$ cat src/rtl/esv_pkg.sv
package esv_pkg;

   localparam int COORD_WIDTH_DEF = 16;
   localparam int CSR_ADDR_WIDTH  = 5;
   localparam int CSR_DATA_WIDTH  = 32;

   localparam logic [2:0] REG_CENTER_X    = 3'd0;
   localparam logic [2:0] REG_CENTER_Y    = 3'd1;
   localparam logic [2:0] REG_SEMI_A      = 3'd2;
   localparam logic [2:0] REG_SEMI_B      = 3'd3;
   localparam logic [2:0] REG_ORIENTATION = 3'd4;

   typedef struct packed {
      logic valid;
      logic on_curve;
      logic force_zero;
   } tag_type;

endpackage

$ cat src/rtl/esv_div_pipe.sv
module esv_div_pipe #(
   parameter int COORD_WIDTH = esv_pkg::COORD_WIDTH_DEF
) (
   input  logic                         clock,
   input  logic                         reset,
   input  logic                         en,
   input  esv_pkg::tag_type             in_tag,
   input  logic [COORD_WIDTH-1:0]       in_k,
   input  logic [4*COORD_WIDTH-5:0]     in_prod,
   input  logic [2*COORD_WIDTH-3:0]     in_den,
   output esv_pkg::tag_type             out_tag,
   output logic [COORD_WIDTH-1:0]       out_k,
   output logic [2*COORD_WIDTH-3:0]     out_quo
);
   localparam int W = COORD_WIDTH;
   localparam int Q = 2 * (W - 1);

   esv_pkg::tag_type tag_ff [Q];
   logic [W-1:0]     k_ff   [Q];
   logic [2*Q-1:0]   acc_ff [Q];
   logic [Q-1:0]     den_ff [Q];

   for (genvar i = 0; i < Q; i++) begin : g_step
      esv_pkg::tag_type tag_src;
      logic [W-1:0]     k_src;
      logic [2*Q-1:0]   acc_src;
      logic [Q-1:0]     den_src;
      logic [Q:0]       shifted;
      logic             ge;
      logic [Q:0]       rem_new;

      if (i == 0) begin : g_first
         assign tag_src = in_tag;
         assign k_src   = in_k;
         assign acc_src = in_prod;
         assign den_src = in_den;
      end else begin : g_next
         assign tag_src = tag_ff[i-1];
         assign k_src   = k_ff[i-1];
         assign acc_src = acc_ff[i-1];
         assign den_src = den_ff[i-1];
      end

      always_comb begin
         shifted = {acc_src[2*Q-1:Q], acc_src[Q-1]};
         ge      = shifted >= {1'b0, den_src};
         rem_new = ge ? (shifted - {1'b0, den_src}) : shifted;
      end

      always_ff @(posedge clock) begin
         if (reset) begin
            tag_ff[i] <= '0;
         end else if (en) begin
            tag_ff[i] <= tag_src;
         end
      end

      always_ff @(posedge clock) begin
         if (en) begin
            k_ff[i]   <= k_src;
            den_ff[i] <= den_src;
            acc_ff[i] <= {rem_new[Q-1:0], acc_src[Q-2:0], ge};
         end
      end
   end

   assign out_tag = tag_ff[Q-1];
   assign out_k   = k_ff[Q-1];
   assign out_quo = acc_ff[Q-1][Q-1:0];

endmodule

$ cat config.mk
export PLATFORM = sky130hd
export DESIGN_NAME = esv_div_pipe
export DESIGN_NICKNAME = d
export VERILOG_FILES = /design/src/rtl/esv_pkg.sv /design/src/rtl/esv_div_pipe.sv
export SDC_FILE = /design/constraint.sdc
export NUM_CORES = 2
export LEC_CHECK = 0
export ABC_CLOCK_PERIOD_IN_PS = 4500
export BUFFER_PORTS_ARGS = -buffer_cell sky130_fd_sc_hd__buf_2
export CORE_ASPECT_RATIO = 0.8
export CORE_MARGIN = 2
export CORE_UTILIZATION = 35
export DETAILED_ROUTE_END_ITERATION = 6
export GPL_TIMING_DRIVEN = 0
export PLACE_DENSITY = 0.56
export SYNTH_ARGS = -nofsm -noshare
export SYNTH_HDL_FRONTEND = slang
export SYNTH_SLANG_ARGS = --single-unit
$ cat constraint.sdc
create_clock -name clock -period 4.5 [get_ports clock]
set_input_delay 0.45 -clock clock [delete_from_list [all_inputs] [get_ports clock]]
set_output_delay 0.45 -clock clock [all_outputs]
set_load 0.05 [all_outputs]
After elaboration in Yosys (flattened, before gate mapping) --
Memory sizes are Yosys's and may differ from the RTL's. Index checks and enable logic that the tools add are counted.
Cells by class: add/subtract/negate cells 30, magnitude comparators 30, multiplexer cells 66, bitwise operators 30
Operators by type and width (count):
- 31-bit by 30-bit greater-or-equal comparator with 1-bit output | 30
- 30-bit two-way mux | 30
- 30-bit subtractor | 30
- 3-bit two-way mux | 30
- 1-bit OR | 30
- 1-bit two-way mux | 6
Word-level totals: bits in registers 0, memory bits (writable) 3270, input port bits 112, output and inout port bits 49, logic and storage cells 160, memories kept 4
Memories:
- acc_ff | words 30, bits a word 60, rd ports 30, clocked after Yosys merged registers in 0, wr ports 30, RTL line esv_div_pipe.sv:20 | logic [2*Q-1:0] acc_ff [Q];
- den_ff | words 30, bits a word 30, rd ports 29, clocked after Yosys merged registers in 0, wr ports 30, RTL line esv_div_pipe.sv:21 | logic [Q-1:0] den_ff [Q];
- k_ff | words 30, bits a word 16, rd ports 30, clocked after Yosys merged registers in 0, wr ports 30, RTL line esv_div_pipe.sv:19 | logic [W-1:0] k_ff [Q];
- tag_ff | words 30, bits a word 3, rd ports 30, clocked after Yosys merged registers in 0, wr ports 30, RTL line esv_div_pipe.sv:18 | esv_pkg::tag_type tag_ff [Q];

Logic depth before layout (Yosys ltp) --
word-level depth 4, mapped depth 16, mapped depth without buffers 14

Least setup slack after synthesis --
Ideal clock, no wire load.
kind register -> register, from memory den_ff[1][91] (netlist bit), to memory acc_ff[1][272] (netlist bit), data pin, setup time 0.260 ns, arrival 3.349 ns, data required time 4.240 ns, setup slack 0.890 ns, cell stages (with the launch flop) 15, path buffers 1, clock period less this slack 3.610 ns, cell sequence edfxtp_1 > inv_1 > ha_1 > nor2b_1 > o31a_1 > o41a_1 > a41oi_2 > a21oi_1 > a211oi_2 > o31ai_1 > a221o_1 > a221oi_2 > o21ai_2 > buf_6 > mux2_4
RTL lines (RTL line):
- from (decl) | esv_div_pipe.sv:21
- to (decl) | esv_div_pipe.sv:20

==> summary.md <==
| Metric | Value |
|---|---|
| Final WL | `333,000 um` |
| Synth cell count leaders | `3,210 x edfxtp_1, 1,101 x inv_1, 904 x a21oi_1` |
| Core area | `about 0.44 mm^2` |
| Setup Viol. Count Final | `0` |
| WS Path Type | `reg2reg` |
| CP peak stage delay | `0.44 ns` |
| Fmax | `about 0.23 GHz` |
| Worst VDD drop | `0.379 mV` |
| Combinational power share | `0.400` |
| Cell Chain, Critical Path | `ha_1 -> nor2b_1 -> o31a_1 -> o41a_1 -> o41ai_4 -> and3_1 -> o31a_1 -> o31ai_4 -> a21bo_2 -> a21bo_2 -> buf_2 -> clkbuf_4 -> clkbuf_4 -> a21oi_1` |
| Finished Layout Cells | `18.5k` |
| Post-synth top area share | `0.629` |
| YS warnings | `0` |
| Pre-antenna DRT Iters | `6` |
| Die area | `between 0.4 and 0.5 mm^2` |
| Post-Syn Nets | `12.8k` |
| Area leader, netlist | `edfxtp_1` |
| Worst Setup End Kind | `flip-flop` |
| Initial antenna violation count | `7` |
| Share of cells above drive strength 1 | `0.105` |
| Final worst slack | `around 0.14 ns` |
| Internal power | `just under 80 mW` |
| Critical Path Source Type | `flip-flop` |
| EDFF count, synth | `3,210` |
| Final period util | `0.970` |
| Later-pin clock latency in the skew report | `0.98 ns` |
| Clk sinks | `3,210` |
| Most used routing layer | `met2` |
| Syn Std Cell Area | `0.153 mm^2` |
| Family with the most delay on the worst path | `compound AO/OA/AOI/OAI gates` |
| Clock-pin slew of the registers on the worst-case setup and hold paths | `0.06 ns` |
| Port bufs | `160` |
| Dpl cells | `17.7k` |
| Width of the die | `between 700 and 800 um` |
| Syn avg cell area | `13.1 um^2` |
| Sw frac | `0.356` |
| Effective utilization at floorplan | `0.351` |
| Fin crit period | `4.36 ns` |
| Worst Skew | `0.0721 ns` |
| Layout area overhead | `14.0%` |
| DRT iter0 DRCs | `8,155` |
| Status | `completed` |
| HP Class | `in2reg` |
| Via count | `91.5k` |
| Top_reg_cell synth | `edfxtp_1` |
| Required @ worst endpoint | `5.29 ns` |
| Pwr dens | `700 mW/mm^2` |
| Dpl hpwl | `238,000 um` |
| DRC viols | `0` |
| Setup TNS | `0 ns` |
| Maximum root-to-sink buffer count | `4` |
| GRT Overall Usage | `0.146` |
| Routed len/inst | `about 18 um` |
| Root buffer cell | `clkbuf_16` |
| I/O pin cnt | `161` |
| Max-Cap Viols | `0` |
| Sw Pwr | `43.6 mW` |
| Post-route ant nets | `0` |
| Grt ovf | `0` |
| Flop pwr share | `0.369` |
| Vias in the first global route | `87.2k` |
| Netlist cell types | `just under 90` |
| GR Util met2 | `0.219` |
| Met3 Use GR | `0.0256` |
| Largest net degree at the start of global routing | `177` |
| Die Y | `596 um` |
| DP Worst Slack | `-0.696 ns` |
| Max Slew Vio Count | `0` |
| Most frequent cell after synthesis | `edfxtp_1` |
| Rel. slew slack | `0.264` |
| Critical path peak fanout | `10` |
| Fin. Hold Viols | `0` |
| Via density | `between 4 and 5` |
| Number of cell rows | `217` |
| Post-Syn Instances | `11.7k` |
| H-Tree Level Count | `5` |
| Post-synthesis async set-or-reset flop share | `0` |
| CP bufs+invs | `3` |
| Leak pwr | `68.5 nW` |
| CTS tree | `yes` |
| Top post-synthesis cells by area | `edfxtp_1 63%, ha_1 7.3%, a21oi_1 3.0%, mux2_2 2.7%, inv_1 2.7%` |
| Gpl congestion | `0.877` |
| Layout net count | `13.4k` |
| Sequential share of the synthesized area | `0.629` |
| GR met1 Demand/Resource | `0.217` |
| First-pass GRT wire length | `512,000 um` |
| Part of the power in the clock network | `0.231` |
| CTS buffer count | `346` |
| Worst Path Arrival | `5.15 ns` |
| Flops & latches, synth | `3,210` |
| Worst slew pin tran | `~1.1 ns` |
| CP max stage cell | `edfxtp_1` |
power groups by stage:
stage / Combinational [mW] / Clock [mW] / Sequential, mW
2_1_floorplan: 36.0 / 0 / 43.9
3_3_place_gp: 46.3 / 0 / 48.0
3_5_place_dp: 47.5 / 0 / 45.9
4_1_cts: 48.2 / 29.5 / 45.3
5_1_grt: 54.2 / 30.6 / 45.7
6_report: 48.9 / 28.3 / 45.1
cell usage in the layout (no fill, tap or decap), types with 194 or more instances in the layout:
cell       synthesis  final
xor2_1           286    286
inv_1           1101   1101
o21ai_0          535    518
edfxtp_1        3210   3210
ha_1             900    900
a21oi_1          904    896
xnor2_1          412    412
buf_2             48    203
nand2_1          552    552
mux2_2           370    370
clkbuf_1         196    222
a21o_1           480    480
nor2_1           712    712
clkbuf_16          0    352
nand3_1          194    194
metal layers:
| metal | part of all wire | wire, um | vias up |
|---|---|---|---|
| li1 | - | - | 44888 |
| met1 | 0.49 | 163000 | 44177 |
| met2 | 0.43 | 143000 | 1970 |
| met3 | 0.057 | 18800 | 488 |
| met4 | 0.025 | 8210 | 0 |
| met5 | 0 | 0 | - |
final timing paths:
check | start | endpoint | slack [ns] | cells after the start
min reg2reg | acc_ff[0][83]$_DFFE_PP_ | acc_ff[0][144]$_DFFE_PP_ | 0.38 | 0
max reg2reg | acc_ff[0][870]$_DFFE_PP_ | acc_ff[0][945]$_DFFE_PP_ | 0.14 | 14
min | in_prod[14] | acc_ff[0][15]$_DFFE_PP_ | 0.17 | 2
max | acc_ff[0][870]$_DFFE_PP_ | acc_ff[0][945]$_DFFE_PP_ | 0.14 | 14
timing repair:
action / 4_1_cts / 5_1_grt
resized for setup: 42 / 109
gates cloned: 0 / 2
endpoints found under the setup margin: 340 / 883
hold buffers: 111 / 0
hold endpoints to repair: 171 / 0
pin swaps: 2 / 2
buffers inserted: 5 / 6
per-stage QoR:
step	utilization	cell area (um^2)	hold WS [ns]	power [mW]
final	0.401	175000	0.170	122
after global routing	0.401	175000	0.122	131
after floorplan	-	153000	0.400	79.8
after global placement	0.370	161000	0.400	94.3
after detailed placement	0.371	162000	0.405	93.4
after CTS	0.400	174000	0.0512	123
final cells by class:
type,instances,area (um^2)
fill,40965,262000
sequential,3210,96400
multi-input combinational,7131,51800
clock buffer,416,9010
tap,5803,7260
inverter,1104,4140
timing repair buffer,305,2650
clock inverter,212,2170
buffer,283,1340
antenna,2,5.00
registers in the layout, summed over array words and instances, names as in the netlist:
| name | count |
|---|---|
| acc_ff | 1770 |
| den_ff | 870 |
| k_ff | 480 |
| tag_ff | 90 |
cell families after synthesis:
logic type | share of synthesized area
mux | 0.0317
simple gates | 0.0731
flops | 0.629
xor+xnor | 0.0399
buf+inv | 0.0354
fa+ha+maj | 0.0772
compound gates | 0.114
(Power assumes the default switching activity.)
