File: src/rtl/esv_pkg.sv
package esv_pkg;

   localparam int COORD_WIDTH_DEF = 16;
   localparam int CSR_ADDR_WIDTH  = 5;
   localparam int CSR_DATA_WIDTH  = 32;

   localparam logic [2:0] REG_CENTER_X    = 3'd0;
   localparam logic [2:0] REG_CENTER_Y    = 3'd1;
   localparam logic [2:0] REG_SEMI_A      = 3'd2;
   localparam logic [2:0] REG_SEMI_B      = 3'd3;
   localparam logic [2:0] REG_ORIENTATION = 3'd4;

   typedef struct packed {
      logic valid;
      logic on_curve;
      logic force_zero;
   } tag_type;

endpackage

File: src/rtl/esv_front.sv
module esv_front #(
   parameter int COORD_WIDTH = esv_pkg::COORD_WIDTH_DEF
) (
   input  logic                         clock,
   input  logic                         reset,
   input  logic                         en,
   input  logic                         in_valid,
   input  logic [COORD_WIDTH-1:0]       x_pos,
   input  logic [COORD_WIDTH-1:0]       center_x,
   input  logic [COORD_WIDTH-1:0]       center_y,
   input  logic [COORD_WIDTH-2:0]       semi_a,
   input  logic [COORD_WIDTH-2:0]       semi_b,
   input  logic                         orientation,
   output esv_pkg::tag_type             out_tag,
   output logic [COORD_WIDTH-1:0]       out_k,
   output logic [4*COORD_WIDTH-5:0]     out_prod,
   output logic [2*COORD_WIDTH-3:0]     out_den
);
   localparam int W = COORD_WIDTH;
   localparam int Q = 2 * (W - 1);

   logic [W:0]   d_in;
   logic [W:0]   ad_in;
   logic [W-2:0] div_in;
   logic [W-2:0] num_in;
   logic         on_in;

   esv_pkg::tag_type tag1_ff, tag2_ff, tag3_ff, tag4_ff;
   logic [W-1:0] k1_ff, k2_ff, k3_ff, k4_ff;
   logic [W-2:0] ad1_ff, div1_ff, num1_ff;
   logic [Q-1:0] d2_2_ff, a2_2_ff, n2_2_ff;
   logic [Q-1:0] d2_3_ff, n2_3_ff, diff3_ff;
   logic [Q-1:0] d2_4_ff;
   logic [2*Q-1:0] prod4_ff;

   always_comb begin
      d_in   = {x_pos[W-1], x_pos} - {center_x[W-1], center_x};
      ad_in  = d_in[W] ? (W+1)'(-d_in) : d_in;
      div_in = orientation ? semi_b : semi_a;
      num_in = orientation ? semi_a : semi_b;
      on_in  = ad_in <= {2'b00, div_in};
   end

   always_ff @(posedge clock) begin
      if (reset) begin
         tag1_ff <= '0;
         tag2_ff <= '0;
         tag3_ff <= '0;
         tag4_ff <= '0;
      end else if (en) begin
         tag1_ff <= '{valid: in_valid, on_curve: on_in,
                     force_zero: !on_in || (div_in == '0)};
         tag2_ff <= tag1_ff;
         tag3_ff <= tag2_ff;
         tag4_ff <= tag3_ff;
      end
   end

   always_ff @(posedge clock) begin
      if (en) begin
         k1_ff    <= center_y;
         ad1_ff   <= ad_in[W-2:0];
         div1_ff  <= div_in;
         num1_ff  <= num_in;
         k2_ff    <= k1_ff;
         d2_2_ff  <= Q'(div1_ff) * Q'(div1_ff);
         a2_2_ff  <= Q'(ad1_ff) * Q'(ad1_ff);
         n2_2_ff  <= Q'(num1_ff) * Q'(num1_ff);
         k3_ff    <= k2_ff;
         d2_3_ff  <= d2_2_ff;
         n2_3_ff  <= n2_2_ff;
         diff3_ff <= d2_2_ff - a2_2_ff;
         k4_ff    <= k3_ff;
         d2_4_ff  <= d2_3_ff;
         prod4_ff <= (2*Q)'(n2_3_ff) * (2*Q)'(diff3_ff);
      end
   end

   assign out_tag  = tag4_ff;
   assign out_k    = k4_ff;
   assign out_prod = prod4_ff;
   assign out_den  = d2_4_ff;

endmodule

File: config.mk
export PLATFORM = sky130hd
export DESIGN_NAME = esv_front
export DESIGN_NICKNAME = d
export VERILOG_FILES = /design/src/rtl/esv_pkg.sv /design/src/rtl/esv_front.sv
export SDC_FILE = /design/constraint.sdc
export NUM_CORES = 2
export LEC_CHECK = 0
export BUFFER_PORTS_ARGS = -buffer_cell sky130_fd_sc_hd__buf_2
export CAP_MARGIN = 40
export CORE_MARGIN = 2
export CORE_UTILIZATION = 55
export CTS_CLUSTER_SIZE = 12
export DETAILED_ROUTE_END_ITERATION = 12
export GPL_TIMING_DRIVEN = 0
export PLACE_DENSITY = 0.81
export SETUP_SLACK_MARGIN = 0.02
export SLEW_MARGIN = 20
export SYNTH_ARGS = -nofsm -noshare
export SYNTH_HDL_FRONTEND = slang
export SYNTH_SLANG_ARGS = --single-unit
File: constraint.sdc
create_clock -name clock -period 9.3 [get_ports clock]
set_input_delay 2.325 -clock clock [delete_from_list [all_inputs] [get_ports clock]]
set_output_delay 2.325 -clock clock [all_outputs]
set_load 0.02 [all_outputs]
; Yosys cells after proc, flatten, opt, wreduce, memory -nomap -nowiden
; Index checks and enable logic that the tools add are counted.
[word_totals]
register_bits = 391
latchBits = 0
mem_bits_rw = 0
mem_bits_ro = 0
in_bits = 83
out_inout_bits = 109
word_cells = 41
n_memories = 0
[op_classes]
n_addsub = 3
multipliers = 4
div_mod_pow = 0
order_cmp = 1
n_eq_ne = 0
shifts = 0
mux = 3
bitwise = 0
reduce_logical = 3
[ops]
columns = op, count
row1 = $mul A15 B15 Y30, 3
row2 = $mul A30 B30 Y60, 1
row3 = $mux W15, 2
row4 = $sub A30 B30 Y30, 1
row5 = $le A17 B15 Y1, 1
row6 = $mux W17, 1
row7 = $neg A17 Y17, 1
row8 = $sub A16 B16 Y17, 1
row9 = $logic_not A15 Y1, 1
row10 = $logic_not A1 Y1, 1
row11 = $logic_or A1 B1 Y1, 1

; Logic depth before layout (Yosys ltp)
[logic_depth]
depth_word = 6
mapped_depth = 31
mapped_depth_nobuf = 28

; Least setup slack after synthesis
; Ideal clock, no wire load.
[synth_path]
path_kind = register -> register
startpoint = register diff3_ff[3]
endpoint = register prod4_ff[59], in the netlist out_prod[59] (data pin)
t_arrival_ns = 7.148
required_ns = 9.040
slack_ns = 1.893
stages_incl_launch_ff = 30
n_path_buf = 3
period_less_slack_ns = 7.407
path_cell_list = edfxtp_1 > clkbuf_1 > clkbuf_1 > and2_1 > fa_1 > fa_1 > fa_1 > inv_1 > fa_1 > inv_1 > fa_1 > inv_1 > fa_1 > inv_1 > fa_1 > inv_1 > fa_1 > inv_1 > ha_1 > clkbuf_1 > a21oi_1 > o211ai_1 > nor2_1 > a211oi_1 > a21o_1 > a21oi_1 > o211a_1 > o31ai_1 > a21oi_1 > xnor2_1
[synth_between]
elab_chain_cells = 1
[synth_rtl]
columns = item, line_no
row1 = "start, declared", esv_front.sv:32  ; logic [Q-1:0] d2_3_ff, n2_3_ff, diff3_ff;
row2 = "start signal, assigned", esv_front.sv:72  ; diff3_ff <= d2_2_ff - a2_2_ff;
row3 = $mul A30 B30 Y60, esv_front.sv:75  ; prod4_ff <= (2*Q)'(n2_3_ff) * (2*Q)'(diff3_ff);
row4 = "end signal, assigned", esv_front.sv:75
row5 = "end, declared", esv_front.sv:34  ; logic [2*Q-1:0] prod4_ff;
; No other way between the ends.
; A chain may end at the register's enable or synchronous reset.

; Worst setup path after layout
[layout_path]
startpoint = register diff3_ff[8]
endpoint = register prod4_ff[56], in the netlist out_prod[56] (data pin)
; The elaborated chain is that of the path after synthesis.

==> impl_metrics.csv <==
group,metric,value,unit
outcome,outcome,"finished clean",
layout,synthToLayoutAreaGrowth,8.07,%
synthesis,ys.flop_type,"sky130_fd_sc_hd__edfxtp_1",
clocking,cts_num_sinks,385,
setup_path,critPathMaxStageDelay,600,ps
synthesis,syn-cell-area,62100,um2
sta,worst_hold_slack,410,ps
synthesis,syn_area_per_cell,10.2,um2
route,drt-vias-per-instance,5.55,
worst_hold_path,hold_path_class,"flop to flop",
synthesis,synthMostInstantiatedCell,"sky130_fd_sc_hd__inv_1",
floorplan,ios,192,
synthesis,netlist.top_cell.by_area,"sky130_fd_sc_hd__fa_1",
global_route,grt_use_total,29.6,%
floorplan,floorplan.initialDensity,55.4,%
global_route,antenna_found_initial,8,
route,drt_wl_total,168000,um
placement,detailed_placer_s_ending_hpwl,140000,um
setup_path,most_prevalent_standard_cell_on_the_critical_path,"sky130_fd_sc_hd__fa_1",
layout,layout-drive-gt1-share,5.77,%
sta,max_freq,0.111,GHz
synthesis,synth_enable_flop_cells,373,
layout,fillCellCount,9189,
synthesis,netlist.area_leader.share,38.0,%
route,postRouteAntennaNets,0,
synthesis,synth_warnings,0,
synthesis,syn_inst,6085,
clocking,h-tree-depth,2,
clocking,hold_buffers,0,
synthesis,ys_top_cells_by_area,"sky130_fd_sc_hd__fa_1 (38%), sky130_fd_sc_hd__edfxtp_1 (18%), sky130_fd_sc_hd__ha_1 (12%)",
route,drt_iter0_markers,3599,
floorplan,std_cell_rows,123,
clocking,number_of_buffers_created_by_cts,46,
setup_path,critical_path.startpoint_type,"flop",
flow_run,max_cap_violations,0,
setup_path,critPathKind,"flop to flop",
setup_path,critical_path_peak_fanout,10,
sta,setup-violations-final,0,
clocking,tritoncts_clock_tree,"done",
setup_path,cp_data_required_time,9640,ps
sta,report.final.slew_viol_count,0,
sta,rsz_0062_raised_after_global_routing,"no",
synthesis,yosysSeqAreaShare,18.4,%
floorplan,floorplan.die.height,340,um
floorplan,core-area,112000,um2
synthesis,count_of_state_elements_after_synthesis,385,
synthesis,yosys_cell_types,80,
sta,max-slew-margin-rel,35.5,%
clocking,worstSkewPairLatency,620,ps
global_route,global_route_wire_length_before_repair,261000,um
sta,max_slew.worst_pin.slew,968,ps
clocking,path_clk_slew,60,ps
global_route,grt_max_degree,111,
floorplan,fp.dieArea,116000,um2
synthesis,synth-async-reset-ratio,0,%
clocking,clockRootBuffer,"sky130_fd_sc_hd__clkbuf_16",
layout,final_nets,8229,
route,drc,0,
global_route,first_global_vias,46800,
placement,port_buffers,190,
global_route,grt.overflow.total,0,
setup_path,critical_path_arrival,9310,ps
route,routed-via-count,43900,
layout,final_core_utilization,59.8,%
synthesis,ys_top_cells_by_count,"sky130_fd_sc_hd__inv_1 (1385), sky130_fd_sc_hd__fa_1 (1179), sky130_fd_sc_hd__and2_1 (691)",
setup_path,worst_setup_path_end_kind,"flop",
clocking,cts_max_path_buffers,3,
floorplan,die_width,340,um
sta,timing_hold_violations_final,0,
sta,finalCriticalPeriod,8970,ps
route,routed_wire_length_per_instance,21.3,um
route,count_of_tritonroute_iterations_in_the_first_routing_pass,8,
placement,place.gp.congestion,1.05,
setup_path,slowest_stage,"sky130_fd_sc_hd__clkbuf_1",
sta,min_period_over_period,96.5,%
sta,worst_setup_skew_after_layout,32.3,ps
## placed cells by master (no fill, tap or decap), drive strengths merged, types with 7 or more instances in the layout
cell,count
inv,1388
fa,1179
and2,691
ha,591
nand2,555
edfxtp,373
clkbuf,294
buf,238
a21oi,147
nor2,145
xnor2,132
o21ai,76
xor2,67
a21o,63
nand3,39
nor2b,31
nand2b,29
nor3,28
o21a,26
mux2i,25
o21bai,22
mux2,21
nand4,21
and3,19
a31oi,18
a211oi,18
conb,17
clkinv,14
dfxtp,12
or2,11
or3,10
o211ai,8
a21boi,8
o31ai,7
and4,7
a221oi,7
## repair_timing
action | CTS | global route
endpoints found under the setup margin | 3 | 14
resized for setup | 1 | 12
setup buffers | 0 | 0
## path summary, 6_finish.rpt
check | depth (start not counted) | end | startpoint | slack, ps
worst min register to register | 0 | n2_3_ff[25] | n2_2_ff[25] | 410
worst max-delay path | 27 | out_prod[56] | diff3_ff[8] | 330
worst max register to register | 27 | out_prod[56] | diff3_ff[8] | 330
worst min-delay path | 0 | n2_3_ff[25] | n2_2_ff[25] | 410
## through the flow
stage / cell area [um2] / setup TNS (ps) / worst slack [ps] / cells
final: 67100 / 0 / 329 / 7916
after detailed placement: 65400 / 0 / 13.1 / 7816
after global routing: 67100 / 0 / 64.4 / 7912
after floorplan: 62200 / 0 / 1890 / 6100
after CTS: 66900 / 0 / 60.2 / 7900
after global placement: 65000 / -5470 / -734 / 7790
## cell type report
type                    instances  area [um2]  area share, %
flip-flops and latches        385       11400           17.0
diodes                          4        10.0         0.0149
well taps                    1500        1880           2.80
multi-input cells            4085       44600           66.5
repair buffers                229        1460           2.18
inverters                    1385        5200           7.75
clock inverters                25         280          0.418
clock buffers                  59        1310           1.94
plain buffers                 244         931           1.39
## registers in the layout (all words and copies together) (netlist names), 15 cells and up
| signal | flops |
|---|---|
| k3_ff | 16 |
| d2_3_ff | 29 |
| n2_2_ff | 29 |
| ad1_ff | 15 |
| div1_ff | 15 |
| diff3_ff | 30 |
| k1_ff | 16 |
| n2_3_ff | 29 |
| out_den | 29 |
| out_k | 16 |
| a2_2_ff | 29 |
| k2_ff | 16 |
| d2_2_ff | 29 |
| num1_ff | 15 |
| out_prod | 60 |
## per-layer routing
metal | GRT usage [%] | up-vias | share of wire (%)
met5 | 0 | - | 0
met4 | 17.3 | 0 | 6.6
met3 | 5.38 | 477 | 9.5
met2 | 47.8 | 2136 | 47
met1 | 37.6 | 22200 | 37
li1 | - | 19100 | -
## critical path: cells and delay by family (launching register included)
family          cells  cell delay [ps]
buf+inv             7             1400
flops               1              400
xor+xnor            1              110
compound gates      9             2470
simple gates        1              120
fa+ha+maj           9             4190
## logic make-up after synthesis
group | count (synthesis) | synth area share (%)
AND/OR/NAND/NOR | 1594 | 13.2
AO/OA/AOI/OAI | 459 | 5.03
multiplexers | 46 | 0.784
XOR/XNOR | 199 | 2.81
adder cells (fa/ha/maj) | 1770 | 49.9
buffers and inverters | 1630 | 9.86
other | 2 | 0.0121
flip-flops | 385 | 18.4
Power is left out: the tool's default activity adds up to more than one toggle a clock period on the data nets, which glitch-free logic cannot reach.
