$ cat src/rtl/esv_pkg.sv
package esv_pkg;

   localparam int COORD_WIDTH_DEF = 16;
   localparam int CSR_ADDR_WIDTH  = 5;
   localparam int CSR_DATA_WIDTH  = 32;

   localparam logic [2:0] REG_CENTER_X    = 3'd0;
   localparam logic [2:0] REG_CENTER_Y    = 3'd1;
   localparam logic [2:0] REG_SEMI_A      = 3'd2;
   localparam logic [2:0] REG_SEMI_B      = 3'd3;
   localparam logic [2:0] REG_ORIENTATION = 3'd4;

   typedef struct packed {
      logic valid;
      logic on_curve;
      logic force_zero;
   } tag_type;

endpackage

$ cat src/rtl/esv_sqrt_pipe.sv
module esv_sqrt_pipe #(
   parameter int COORD_WIDTH = esv_pkg::COORD_WIDTH_DEF
) (
   input  logic                         clock,
   input  logic                         reset,
   input  logic                         en,
   input  esv_pkg::tag_type             in_tag,
   input  logic [COORD_WIDTH-1:0]       in_k,
   input  logic [2*COORD_WIDTH-3:0]     in_value,
   output esv_pkg::tag_type             out_tag,
   output logic [COORD_WIDTH-1:0]       out_k,
   output logic [COORD_WIDTH-2:0]       out_root
);
   localparam int W = COORD_WIDTH;
   localparam int Q = 2 * (W - 1);
   localparam int S = W - 1;

   esv_pkg::tag_type tag_ff  [S];
   logic [W-1:0]     k_ff    [S];
   logic [Q-1:0]     val_ff  [S];
   logic [W:0]       rem_ff  [S];
   logic [W-2:0]     root_ff [S];

   for (genvar i = 0; i < S; i++) begin : g_step
      esv_pkg::tag_type tag_src;
      logic [W-1:0]     k_src;
      logic [Q-1:0]     val_src;
      logic [W:0]       rem_src;
      logic [W-2:0]     root_src;
      logic [W+1:0]     r4;
      logic [W+1:0]     trial;
      logic             ge;
      logic [W+1:0]     rem_new;

      if (i == 0) begin : g_first
         assign tag_src  = in_tag;
         assign k_src    = in_k;
         assign val_src  = in_value;
         assign rem_src  = '0;
         assign root_src = '0;
      end else begin : g_next
         assign tag_src  = tag_ff[i-1];
         assign k_src    = k_ff[i-1];
         assign val_src  = val_ff[i-1];
         assign rem_src  = rem_ff[i-1];
         assign root_src = root_ff[i-1];
      end

      always_comb begin
         r4      = {rem_src[W-1:0], val_src[Q-1:Q-2]};
         trial   = {1'b0, root_src, 2'b01};
         ge      = r4 >= trial;
         rem_new = ge ? (r4 - trial) : r4;
      end

      always_ff @(posedge clock) begin
         if (reset) begin
            tag_ff[i] <= '0;
         end else if (en) begin
            tag_ff[i] <= tag_src;
         end
      end

      always_ff @(posedge clock) begin
         if (en) begin
            k_ff[i]    <= k_src;
            val_ff[i]  <= {val_src[Q-3:0], 2'b00};
            rem_ff[i]  <= rem_new[W:0];
            root_ff[i] <= {root_src[W-3:0], ge};
         end
      end
   end

   assign out_tag  = tag_ff[S-1];
   assign out_k    = k_ff[S-1];
   assign out_root = root_ff[S-1];

endmodule

$ cat config.mk
export PLATFORM = sky130hd
export DESIGN_NAME = esv_sqrt_pipe
export DESIGN_NICKNAME = d
export VERILOG_FILES = /design/src/rtl/esv_pkg.sv /design/src/rtl/esv_sqrt_pipe.sv
export SDC_FILE = /design/constraint.sdc
export NUM_CORES = 1
export LEC_CHECK = 0
export BUFFER_PORTS_ARGS = -buffer_cell sky130_fd_sc_hd__buf_2
export CAP_MARGIN = 20
export CELL_PAD_IN_SITES_DETAIL_PLACEMENT = 0
export CELL_PAD_IN_SITES_GLOBAL_PLACEMENT = 2
export CORE_MARGIN = 3
export CORE_UTILIZATION = 40
export DETAILED_ROUTE_END_ITERATION = 8
export HOLD_SLACK_MARGIN = 0.12
export MAX_ROUTING_LAYER = met4
export PLACE_DENSITY_LB_ADDON = 0.1
export SLEW_MARGIN = 30
export SYNTH_ARGS = -nofsm -noshare
export SYNTH_HDL_FRONTEND = slang
export SYNTH_SLANG_ARGS = --single-unit
$ cat constraint.sdc
create_clock -name clock -period 2.8 [get_ports clock]
set_input_delay 0.28 -clock clock [delete_from_list [all_inputs] [get_ports clock]]
set_output_delay 0.28 -clock clock [all_outputs]
set_load 0.01 [all_outputs]
# Word-level counts from Yosys, hierarchy flattened
# Memory sizes are Yosys's and may differ from the RTL's.
# Cells that the tools add are included.
[totals] reg_bits=0 out_inout_bits=34 n_memories=5 ramBits=1185
[classes] bitwise=15 magnitude_cmp=15 n_mux=36 addsub=15
[mem_list] name="val_ff" depth=15 width=28 rd=14 rd_ports_with_merged_regs=0 write_ports=15 line="esv_sqrt_pipe.sv:20" text="logic [Q-1:0] val_ff [S];"
[mem_list] name="rem_ff" depth=15 width=17 rd=14 rd_ports_with_merged_regs=0 write_ports=15 line="esv_sqrt_pipe.sv:21" text="logic [W:0] rem_ff [S];"
[mem_list] name="k_ff" depth=15 width=16 rd=15 rd_ports_with_merged_regs=0 write_ports=15 line="esv_sqrt_pipe.sv:19" text="logic [W-1:0] k_ff [S];"
[mem_list] name="root_ff" depth=15 width=15 rd=15 rd_ports_with_merged_regs=0 write_ports=15 line="esv_sqrt_pipe.sv:22" text="logic [W-2:0] root_ff [S];"
[mem_list] name="tag_ff" depth=15 width=3 rd=15 rd_ports_with_merged_regs=0 write_ports=15 line="esv_sqrt_pipe.sv:18" text="esv_pkg::tag_type tag_ff [S];"
[ops] operator="$mux W17" count=15
[ops] operator="$ge A18 B17 Y1" count=14
[ops] operator="$sub A17 B17 Y17" count=14
[ops] operator="$mux W3" count=15
[ops] operator="$or A1 B1 Y1" count=15
[ops] operator="$mux W1" count=6
[ops] operator="$sub A2 B1 Y3 const B" count=1
[ops] operator="$ge A2 B1 Y1 const B" count=1

# Logic depth before layout (Yosys ltp)
# Gate-level depths: netlist of the first run.
[depth] depth_word=4 ltp_mapped=11 mapped_depth_nobuf=9

# Worst setup path before layout of the first run
# Ideal clock, no wire load.
[synth_timing] path_kind="register -> register" from="memory rem_ff[1][56] (netlist bit)" to="memory rem_ff[1][76] (netlist bit) (data pin)" slack_ns=0.090 setup_time_ns=0.260 path_buffers=2 path_stages_with_launch=11 synth_period_minus_slack_ns=2.710 arrival_ns=2.450 required_ns=2.540 path_cell_list="edfxtp_1 > ha_1 > a21o_1 > a21o_1 > a211oi_2 > nor2_1 > a2111oi_4 > a22o_1 > buf_6 > buf_12 > mux2_4"
[synth_rtl] element="start: declaration" line="esv_sqrt_pipe.sv:21"

==> flow_metrics.tcl, run 1 <==
set metrics [dict create \
    cp_data_arrival_time_ns 3.05 \
    wl_microns 56800 \
    setup_viol 0 \
    dp_hpwl_microns 38400 \
    nets 2628 \
    holdPathEnd "val_ff[0][7]" \
    drtIter0Drc 831 \
    grt_use_total 0.138 \
    top_usage_layer "met2" \
    rsz0062_at_grt "true" \
    num_vias 17200 \
    skew_ns 0.0475 \
    clk_pin_slew_worst_paths_ns 0.06 \
    cts_buffers 89 \
    die_w_microns 295 \
    synth_warnings 0 \
    finalCritPeriodShare 0.961 \
    ys_seq_area_frac 0.738 \
    stdcell_area_sq_um 39500 \
    yosys-top-cells-count "edfxtp_1, inv_1, ha_1, nor2_1, nand2_1" \
    n_antenna_cell 0 \
    drive_gt1_frac 0.148 \
    portBuffers 85 \
    placed_cell_area_sq_um 35900 \
    worstPathRequired_ns 3.16 \
    grt_pass1_wl_microns 92400 \
    use_met1 0.176 \
    cts_max_level 3 \
    yosysUniqueCellTypes 72 \
    gr-usage-met3 0.0250 \
    critPathKind "flop to flop" \
    gp_congestion 0.834 \
    regArea_sq_um 24700 \
    synth_edf_count 823 \
    netlist_instances 2148 \
    status "completed" \
    insertion_delay_ns 0.65 \
    min_period_ns 2.69 \
    grt_max_degree 113 \
    end_kind "flop" \
    worstMarginPinSlew_ns 0.636 \
    async_flop_share 0 \
    slew_viol_final 0 \
    critPathLaunchType "flop" \
    vias_per_cell 4.80 \
    wl_per_cell_microns 15.9 \
    firstDrtPassIters 5 \
    netlist_area_sq_um 33500 \
    grt_use_met2 0.225 \
    drv_cap 0 \
    clockBufferDepth 3 \
    r2r_end "rem_ff[1][71]" \
    cts_sinks 823 \
    area_growth_pct 18.0 \
    synth_nets 2335 \
    p_per_area_nw_per_um2 774 \
    yosys_register_bits 823 \
    cp_max_fo 7 \
    start_util 0.406 \
    vdd_drop_max_v 0.000481 \
    timing.hold.ws_ns 0.342 \
    tritoncts "built" \
    synth.most_common_cell "edfxtp_1" \
    synth_ff_type "edfxtp_1" \
    antenna_found_initial 1 \
    drc_errors 0 \
    dieArea_sq_um 87200 \
    multi_input_area_sq_um 8120 \
    worstHoldPathType "input pin to flop" \
    yosysTopAreaCellShare 0.738 \
    dp_slack_ns 0.0120 \
    worst_r2r_startpoint "root_ff[1][50]" \
    core_area_sq_um 82500 \
    die_h_microns 295 \
    synth_top_cell_by_area "edfxtp_1" \
    gr-total-overflow 0 \
    finalPower_mw 30.6 \
    r2r_cells 10 \
    antenna_left 0 \
    ioPinCount 86 \
    whs_path_depth 2 \
    regToRegSetupSlack_ns 0.11 \
    yosys-top-cells-area "edfxtp_1, ha_1, xnor2_1" \
    fmax_mhz 372 \
    fill_cells 7139 \
    finalHoldViolCount 0 \
    syn_area_per_cell_sq_um 15.6 \
    hp-start "in_value[7]" \
    grt_pass1_vias 17500 \
    slew_headroom 0.576 \
    fin_ws_ns 0.109 \
    p_leak_nw 14.9 \
    cts.root.buffer_cell "clkbuf_16" \
    num_rows 105 \
]
[report_power, final]
part / leakage [nW] / total (mW) / switching [mW] / internal (mW)
clock: 1.42 / 11.6 / 4.74 / 6.84
sequential: 8.00 / 15.5 / 0.550 / 15.0
combinational: 5.52 / 3.49 / 1.87 / 1.62
total: 14.9 / 30.6 / 7.16 / 23.4
[sequential cells by signal, summed over array words and instances, names as in the netlist]
| signal | count |
|---|---|
| val_ff | 210 |
| tag_ff | 45 |
| root_ff | 120 |
| k_ff | 240 |
| rem_ff | 208 |
[logic make-up after synthesis]
group,count (synthesis),synth area share
AOI/OAI and AO/OA,336,0.0639
xor gates and xnor gates,146,0.0382
adders and majority gates,135,0.0505
buffers and inverters,187,0.0221
DFF,823,0.738
muxes,38,0.0133
other,1,0.000112
and+or+nand+nor,482,0.0737
[routing by layer]
metal | vias up | wire [microns]
met5 | - | 0
met4 | 0 | 1160
met3 | 80 | 2450
met2 | 268 | 27700
met1 | 8209 | 25500
li1 | 8630 | -
[worst max-delay path, cell delays in order (launching register included)]
cell,delay [ns]
edfxtp_1,0.35
inv_1,0.05
ha_1,0.30
a21o_1,0.20
a21o_1,0.21
a211oi_2,0.25
nor2_2,0.09
a2111oi_4,0.25
a22o_4,0.24
buf_12,0.14
mux2_2,0.33
[cells in the final DEF (no fill, tap or decap), types with 67 or more instances in the layout]
cell type and count:
nand2_1 95, edfxtp_1 823, a21oi_1 88, nor2_1 119, inv_1 162, o21ai_0 82
xor2_1 67, buf_2 84, clkbuf_16 89, ha_1 129, buf_4 78, xnor2_1 79
[per-stage QoR]
stage	instances	setup TNS (ns)	util
floorplan	2148	0	-
global placement	3363	-0.0909	0.435
detailed placement	3363	0	0.435
CTS	3579	0	0.477
global route	3583	-0.0297	0.479
finish	3583	0	0.479
[how the worst max path moves through the flow]
stage                   start       endpoint  slack, ns  depth (start not counted)
2_1_floorplan   rem_ff[1][56]  rem_ff[1][76]       0.09                         10
3_3_place_gp   root_ff[1][23]  rem_ff[1][49]      -0.09                         10
3_5_place_dp   root_ff[1][23]  rem_ff[1][49]       0.01                         10
4_1_cts        root_ff[1][23]  rem_ff[1][49]     0.0009                         10
5_1_grt        root_ff[1][45]  rem_ff[1][71]      -0.01                         10
6_report       root_ff[1][50]  rem_ff[1][71]       0.11                         10
[layout make-up]
| cell class | count | area share |
|---|---|---|
| clock buffer | 111 | 0.0585 |
| timing repair buffer | 225 | 0.0445 |
| clock inverter | 52 | 0.0162 |
| sequential | 823 | 0.626 |
| inverter | 164 | 0.0156 |
| multi-input combinational | 1138 | 0.206 |
| tap | 1070 | 0.0339 |
[repair_timing]
item / 4_1_cts / 5_1_grt
endpoints found under the hold margin: 80 / 0
setup buffers: 1 / 4
hold buffers: 51 / 0
cloned: 1 / 0
resized for setup: 4 / 24
pin swaps: 1 / 8
endpoints found under the setup margin: 4 / 40
No activity file was read; power rests on OpenSTA's default activity.
==> run 2: changes to the inputs <==
--- a/config.mk
+++ b/config.mk
@@ -9,6 +9,7 @@
 export CAP_MARGIN = 20
 export CELL_PAD_IN_SITES_DETAIL_PLACEMENT = 0
 export CELL_PAD_IN_SITES_GLOBAL_PLACEMENT = 2
+export CORE_ASPECT_RATIO = 1.25
 export CORE_MARGIN = 3
 export CORE_UTILIZATION = 40
 export DETAILED_ROUTE_END_ITERATION = 8
==> run 2 against run 1 <==
Against the previous run:
- clock power fell by 3%
- register-to-register slack improved by 0.04 ns
- worst setup slack improved by 0.036 ns
- via count rose by 0.66%
- non-clock buffer count fell by 11
- maximum frequency rose by 1.4%
- final area fell by 0.67%
- global-route usage rose by 0.25 points
- first-iteration DRC count rose by 15%
- wire length rose by 2.2%
- worst hold slack improved by 0.0043 ns
- core utilization fell by 0.59 points
- largest cell class unchanged
- largest power group unchanged
- highest routed layer unchanged
==> flow_metrics.tcl, run 2 (same netlist as run 1, synthesis figures left out) <==
set metrics [dict create \
    clockBufferDepth 3 \
    cpMaxStageDelayCell "edfxtp_1" \
    worstPathRequired_ns 3.19 \
    drtIter0Drc 955 \
    r2r_end "rem_ff[1][72]" \
    nets 2614 \
    max_stage_delay_ns 0.37 \
    antenna_left 0 \
    critPathKind "flop to flop" \
    end_kind "flop" \
    finalPower_mw 30.2 \
    grt_pass1_vias 17900 \
    cts_sinks 823 \
    largest_reg_flops 240 \
    grt_use_total 0.140 \
    start_util 0.403 \
    finalCritPeriodShare 0.948 \
    wl_microns 58100 \
    status "completed" \
    dieArea_sq_um 87200 \
    drv_cap 0 \
    n_antenna_cell 0 \
    critPathLaunchType "flop" \
    r2r_cells 10 \
    p_leak_nw 14.8 \
    cts.root.buffer_cell "clkbuf_16" \
    antenna_found_initial 0 \
    firstDrtPassIters 4 \
    finalHoldViolCount 0 \
    num_rows 118 \
    mostFrequentLayoutCells "edfxtp_1, inv_1, ha_1" \
    drc_errors 0 \
    wl_per_cell_microns 16.2 \
    cp_num_cells 10 \
    dp_slack_ns 0.0540 \
    layout.cells.non_filler 3577 \
    timing.hold.ws_ns 0.346 \
    area_growth_pct 17.2 \
    setup_viol 0 \
    worstPathCellList "inv_1, ha_1, nor2b_1, o21ai_1, nand2b_1, a31o_4, a2111oi_4, a22o_1, buf_6, mux2_2" \
    crit_path_start "root_ff[1][45]" \
    reg_top3 "k_ff: 240 flops, val_ff: 210 flops, rem_ff: 208 flops" \
    drive_gt1_frac 0.139 \
    gp_congestion 0.823 \
    insertion_delay_ns 0.64 \
    grt_pass1_wl_microns 94500 \
    vdd_drop_max_v 0.000496 \
    num_vias 17300 \
    cp_max_fo 7 \
    path_buf_inv 2 \
    die_h_microns 329 \
    cts_buffers 86 \
    vias_per_cell 4.84 \
    clk_pin_slew_worst_paths_ns 0.06 \
    tritoncts "built" \
    crit_path_end "rem_ff[1][72]" \
    worst_r2r_startpoint "root_ff[1][45]" \
    cts_max_level 3 \
    core_area_sq_um 83000 \
    fin_ws_ns 0.145 \
    dp_hpwl_microns 39900 \
    fin_tns_setup_ns 0 \
    min_period_ns 2.65 \
    cpLargestDelayFamily "compound AO/OA/AOI/OAI gates" \
    worstHoldPathType "input pin to flop" \
    fmax_mhz 377 \
    placed_cells 3365 \
    skew_ns 0.0264 \
    cp_data_arrival_time_ns 3.04 \
    p_per_area_nw_per_um2 768 \
    gr-total-overflow 0 \
    grt_max_degree 119 \
    die_w_microns 265 \
    hp-start "in_k[2]" \
    ioPinCount 86 \
    slew_viol_final 0 \
    worstMarginPinSlew_ns 0.763 \
    regMostFlops "k_ff" \
    slew_headroom 0.478 \
    final_common_cell "edfxtp_1" \
    rsz0062_at_grt "true" \
    regToRegSetupSlack_ns 0.15 \
    portBuffers 85 \
]
## run 2: cell count changes in the layout (fill, tap and decap cells not counted), moves of 2 or more
cell	change
buf_4	-15
buf_12	+2
clkinv_16	-2
clkbuf_1	-5
buf_6	+3
bufinv_16	-2
o21ai_0	-2
clkbuf_16	-3
ha_1	+5
inv_16	+2
inv_6	+2
ha_2	-4
a21boi_2	-2
clkinv_1	+3
## run 2: power breakdown
group,switching (mW),internal (mW)
registers,0.568,15.0
logic,1.85,1.59
clock network,4.72,6.46
total,7.14,23.0
## run 2: worst min-delay path by stage
stage | slack [ns] | depth (start not counted) | endpoint
global placement | 0.40 | 0 | k_ff[5][13]
finish | 0.35 | 2 | k_ff[0][2]
detailed placement | 0.40 | 0 | k_ff[10][7]
CTS | 0.29 | 2 | val_ff[0][27]
global route | 0.31 | 2 | val_ff[0][26]
floorplan | 0.38 | 0 | k_ff[0][0]
## run 2: what timing repair did
action,CTS,global route
hold buffers,51,0
buffers inserted,0,3
endpoints found under the hold margin,82,0
gates resized for setup,0,18
endpoints found under the setup margin,0,46
## run 2: final cells by class
cell class / instances / area [sq um]
clock buffers: 103 / 2220
clock inverters: 55 / 582
fillers: 7231 / 43700
inverters: 164 / 616
multi-input cells: 1138 / 8070
flip-flops and latches: 823 / 24700
well taps: 1080 / 1350
repair buffers: 214 / 1690
## run 2: metal layers
| layer | global-route usage | vias up | wire (microns) |
|---|---|---|---|
| li1 | - | 8584 | - |
| met1 | 0.162 | 8303 | 24000 |
| met2 | 0.240 | 279 | 29600 |
| met3 | 0.0243 | 134 | 2110 |
| met4 | 0.0663 | 0 | 2320 |
| met5 | - | - | 0 |
## run 2: metrics by stage
step / util / area [sq um]
after floorplan: - / 33500
after global placement: 0.432 / 35900
after detailed placement: 0.432 / 35900
after CTS: 0.472 / 39200
after global routing: 0.473 / 39200
final: 0.473 / 39200
==> run 3: changes to the inputs <==
--- a/config.mk
+++ b/config.mk
@@ -5,13 +5,14 @@
 export SDC_FILE = /design/constraint.sdc
 export NUM_CORES = 1
 export LEC_CHECK = 0
+export ABC_AREA = 1
 export BUFFER_PORTS_ARGS = -buffer_cell sky130_fd_sc_hd__buf_2
 export CAP_MARGIN = 20
 export CELL_PAD_IN_SITES_DETAIL_PLACEMENT = 0
 export CELL_PAD_IN_SITES_GLOBAL_PLACEMENT = 2
 export CORE_ASPECT_RATIO = 1.25
 export CORE_MARGIN = 3
-export CORE_UTILIZATION = 40
+export CORE_UTILIZATION = 39
 export DETAILED_ROUTE_END_ITERATION = 8
 export HOLD_SLACK_MARGIN = 0.12
 export MAX_ROUTING_LAYER = met4
==> run 3 against run 2 <==
Against the previous run:
- combinational power increased by 19%
- total power increased by 4.5%
- worst hold slack got worse by 0.027 ns
- wire length increased by 35%
- sequential power about the same
- via count increased by 30%
- final cell count increased by 35%
- largest power group unchanged
- highest routed layer unchanged
==> flow_metrics.tcl, run 3 <==
set metrics [dict create \
    finalCritPeriodShare 0.840 \
    gp_congestion 0.859 \
    ctsResizeCount 0 \
    tritoncts "built" \
    clockBufferDepth 3 \
    synth_warnings 0 \
    drv_cap 0 \
    yosysUniqueCellTypes 49 \
    synth_edf_count 823 \
    start_util 0.395 \
    setup_viol 0 \
    async_flop_share 0 \
    cts.root.buffer_cell "clkbuf_16" \
    worstPathRequired_ns 3.21 \
    drive_gt1_frac 0.0973 \
    p_leak_nw 18.1 \
    critPathLaunchType "flop" \
    ys_seq_area_frac 0.668 \
    synth_ff_type "edfxtp_1" \
    netlist_area_sq_um 37000 \
    largest_reg_flops 240 \
    die_w_microns 281 \
    wl_per_cell_microns 16.2 \
    num_vias 22500 \
    yosys_register_bits 823 \
    timing.hold.ws_ns 0.319 \
    netlist_instances 3323 \
    gr-total-overflow 0 \
    firstDrtPassIters 5 \
    portBuffers 85 \
    reg_top3 "k_ff: 240 flops, val_ff: 210 flops, rem_ff: 208 flops" \
    final_common_cell "nand2_1" \
    cts_sinks 823 \
    cp_data_arrival_time_ns 2.76 \
    fin_tns_setup_ns 0 \
    vdd_drop_max_v 0.000485 \
    cp_max_fo 18 \
    dieArea_sq_um 98500 \
    worstPathCellList "inv_1, ha_1, nand2_1, nor2_1, nand3_1, nand3_2, nand2_4, nand2_4, inv_2, nand2_1, nand2_1" \
    cts_max_level 3 \
    critPathKind "flop to flop" \
    clk_pin_slew_worst_paths_ns 0.07 \
    worstHoldPathType "input pin to flop" \
    slew_headroom 0.443 \
    grt_use_total 0.166 \
    max_stage_delay_ns 0.39 \
    finalHoldViolCount 0 \
    grt_pass1_vias 22500 \
    nets 3733 \
    end_kind "flop" \
    yosys-top-cells-area "edfxtp_1, nand2_1, inv_1" \
    fmax_mhz 425 \
    cts_buffers 87 \
    num_rows 125 \
    antenna_found_initial 0 \
    wl_microns 78200 \
    post-route-util 0.455 \
    status "completed" \
    grt_pass1_wl_microns 124000 \
    grt_max_degree 165 \
    die_h_microns 350 \
    synth_top_cell_by_area "edfxtp_1" \
    yosys-top-cells-count "nand2_1, edfxtp_1, inv_1, nor2_1, nand3_1" \
    skew_ns 0.0549 \
    p_per_area_nw_per_um2 741 \
    vias_per_cell 4.66 \
    synth_nets 3510 \
    core_area_sq_um 93500 \
    ioPinCount 86 \
    path_common_cell "nand2_1" \
    yosysTopAreaCellShare 0.668 \
    rsz0062_at_grt "false" \
    fill_cells 8681 \
    slew_viol_final 0 \
    synth.most_common_cell "nand2_1" \
    regMostFlops "k_ff" \
    dp_hpwl_microns 57100 \
    worstMarginPinSlew_ns 0.836 \
    cpMaxStageDelayCell "edfxtp_1" \
    min_period_ns 2.35 \
    n_antenna_cell 0 \
    mostFrequentLayoutCells "nand2_1, edfxtp_1, inv_1" \
    drc_errors 0 \
    area_growth_pct 15.1 \
    insertion_delay_ns 0.67 \
    antenna_left 0 \
    drtIter0Drc 1419 \
    syn_area_per_cell_sq_um 11.1 \
]
-- run 3: metal layers --
layer,vias to the layer above,share of wire,GRT usage
li1,11500,-,-
met4,0,0.023,0.0462
met2,338,0.51,0.284
met5,-,0,-
met1,10600,0.43,0.201
met3,110,0.038,0.0289
-- run 3: worst paths after layout --
path	startpoint	to	slack [ns]	cells after the start
max	root_ff[1][61]	rem_ff[1][87]	0.45	11
min	in_k[2]	k_ff[0][2]	0.32	2
max reg2reg	root_ff[1][61]	rem_ff[1][87]	0.45	11
min reg2reg	val_ff[2][18]	val_ff[2][48]	0.39	0
-- run 3: kinds of logic after synthesis --
logic type	Yosys count	share of synthesized area
compound gates	201	0.0310
xor+xnor	73	0.0173
fa+ha+maj	135	0.0457
buf+inv	588	0.0631
flops	823	0.668
other cells	1	0.000101
simple gates	1502	0.174
-- run 3: what timing repair did --
item,CTS,global route
hold buffers,51,0
buffers inserted,0,0
hold endpoints to repair,70,0
-- run 3: final cells by class --
cell class | count | area (sq um) | share of cell area
timing repair buffer | 160 | 1230 | 0.0288
inverter | 562 | 2110 | 0.0497
clock inverter | 66 | 867 | 0.0204
tap | 1206 | 1510 | 0.0355
sequential | 823 | 24700 | 0.581
multi-input combinational | 1912 | 9920 | 0.233
clock buffer | 95 | 2210 | 0.0519
-- run 3: metrics by stage --
stage	instances	setup slack, ns	power, mW	instance area [sq um]
3_5_place_dp	4612	0.468	19.8	39000
5_1_grt	4824	0.253	33.2	42600
4_1_cts	4824	0.425	32.1	42600
3_3_place_gp	4612	0.420	19.8	39000
2_1_floorplan	3323	0.926	18.2	37000
6_report	4824	0.448	31.5	42600
-- run 3: worst max-delay path: cells and delay by family (launching register included) --
family / cells / cell delay [ns]
flip-flops: 1 / 0.39
buffers and inverters: 2 / 0.23
AND/OR/NAND/NOR: 8 / 1.11
adder cells (fa/ha/maj): 1 / 0.35
-- run 3: power breakdown --
group	total (mW)	switching [mW]	leakage (nW)	internal (mW)
clock network	12.0	4.99	1.45	7.03
registers	15.4	0.558	8.01	14.9
logic	4.08	2.70	8.64	1.38
total	31.5	8.25	18.1	23.3
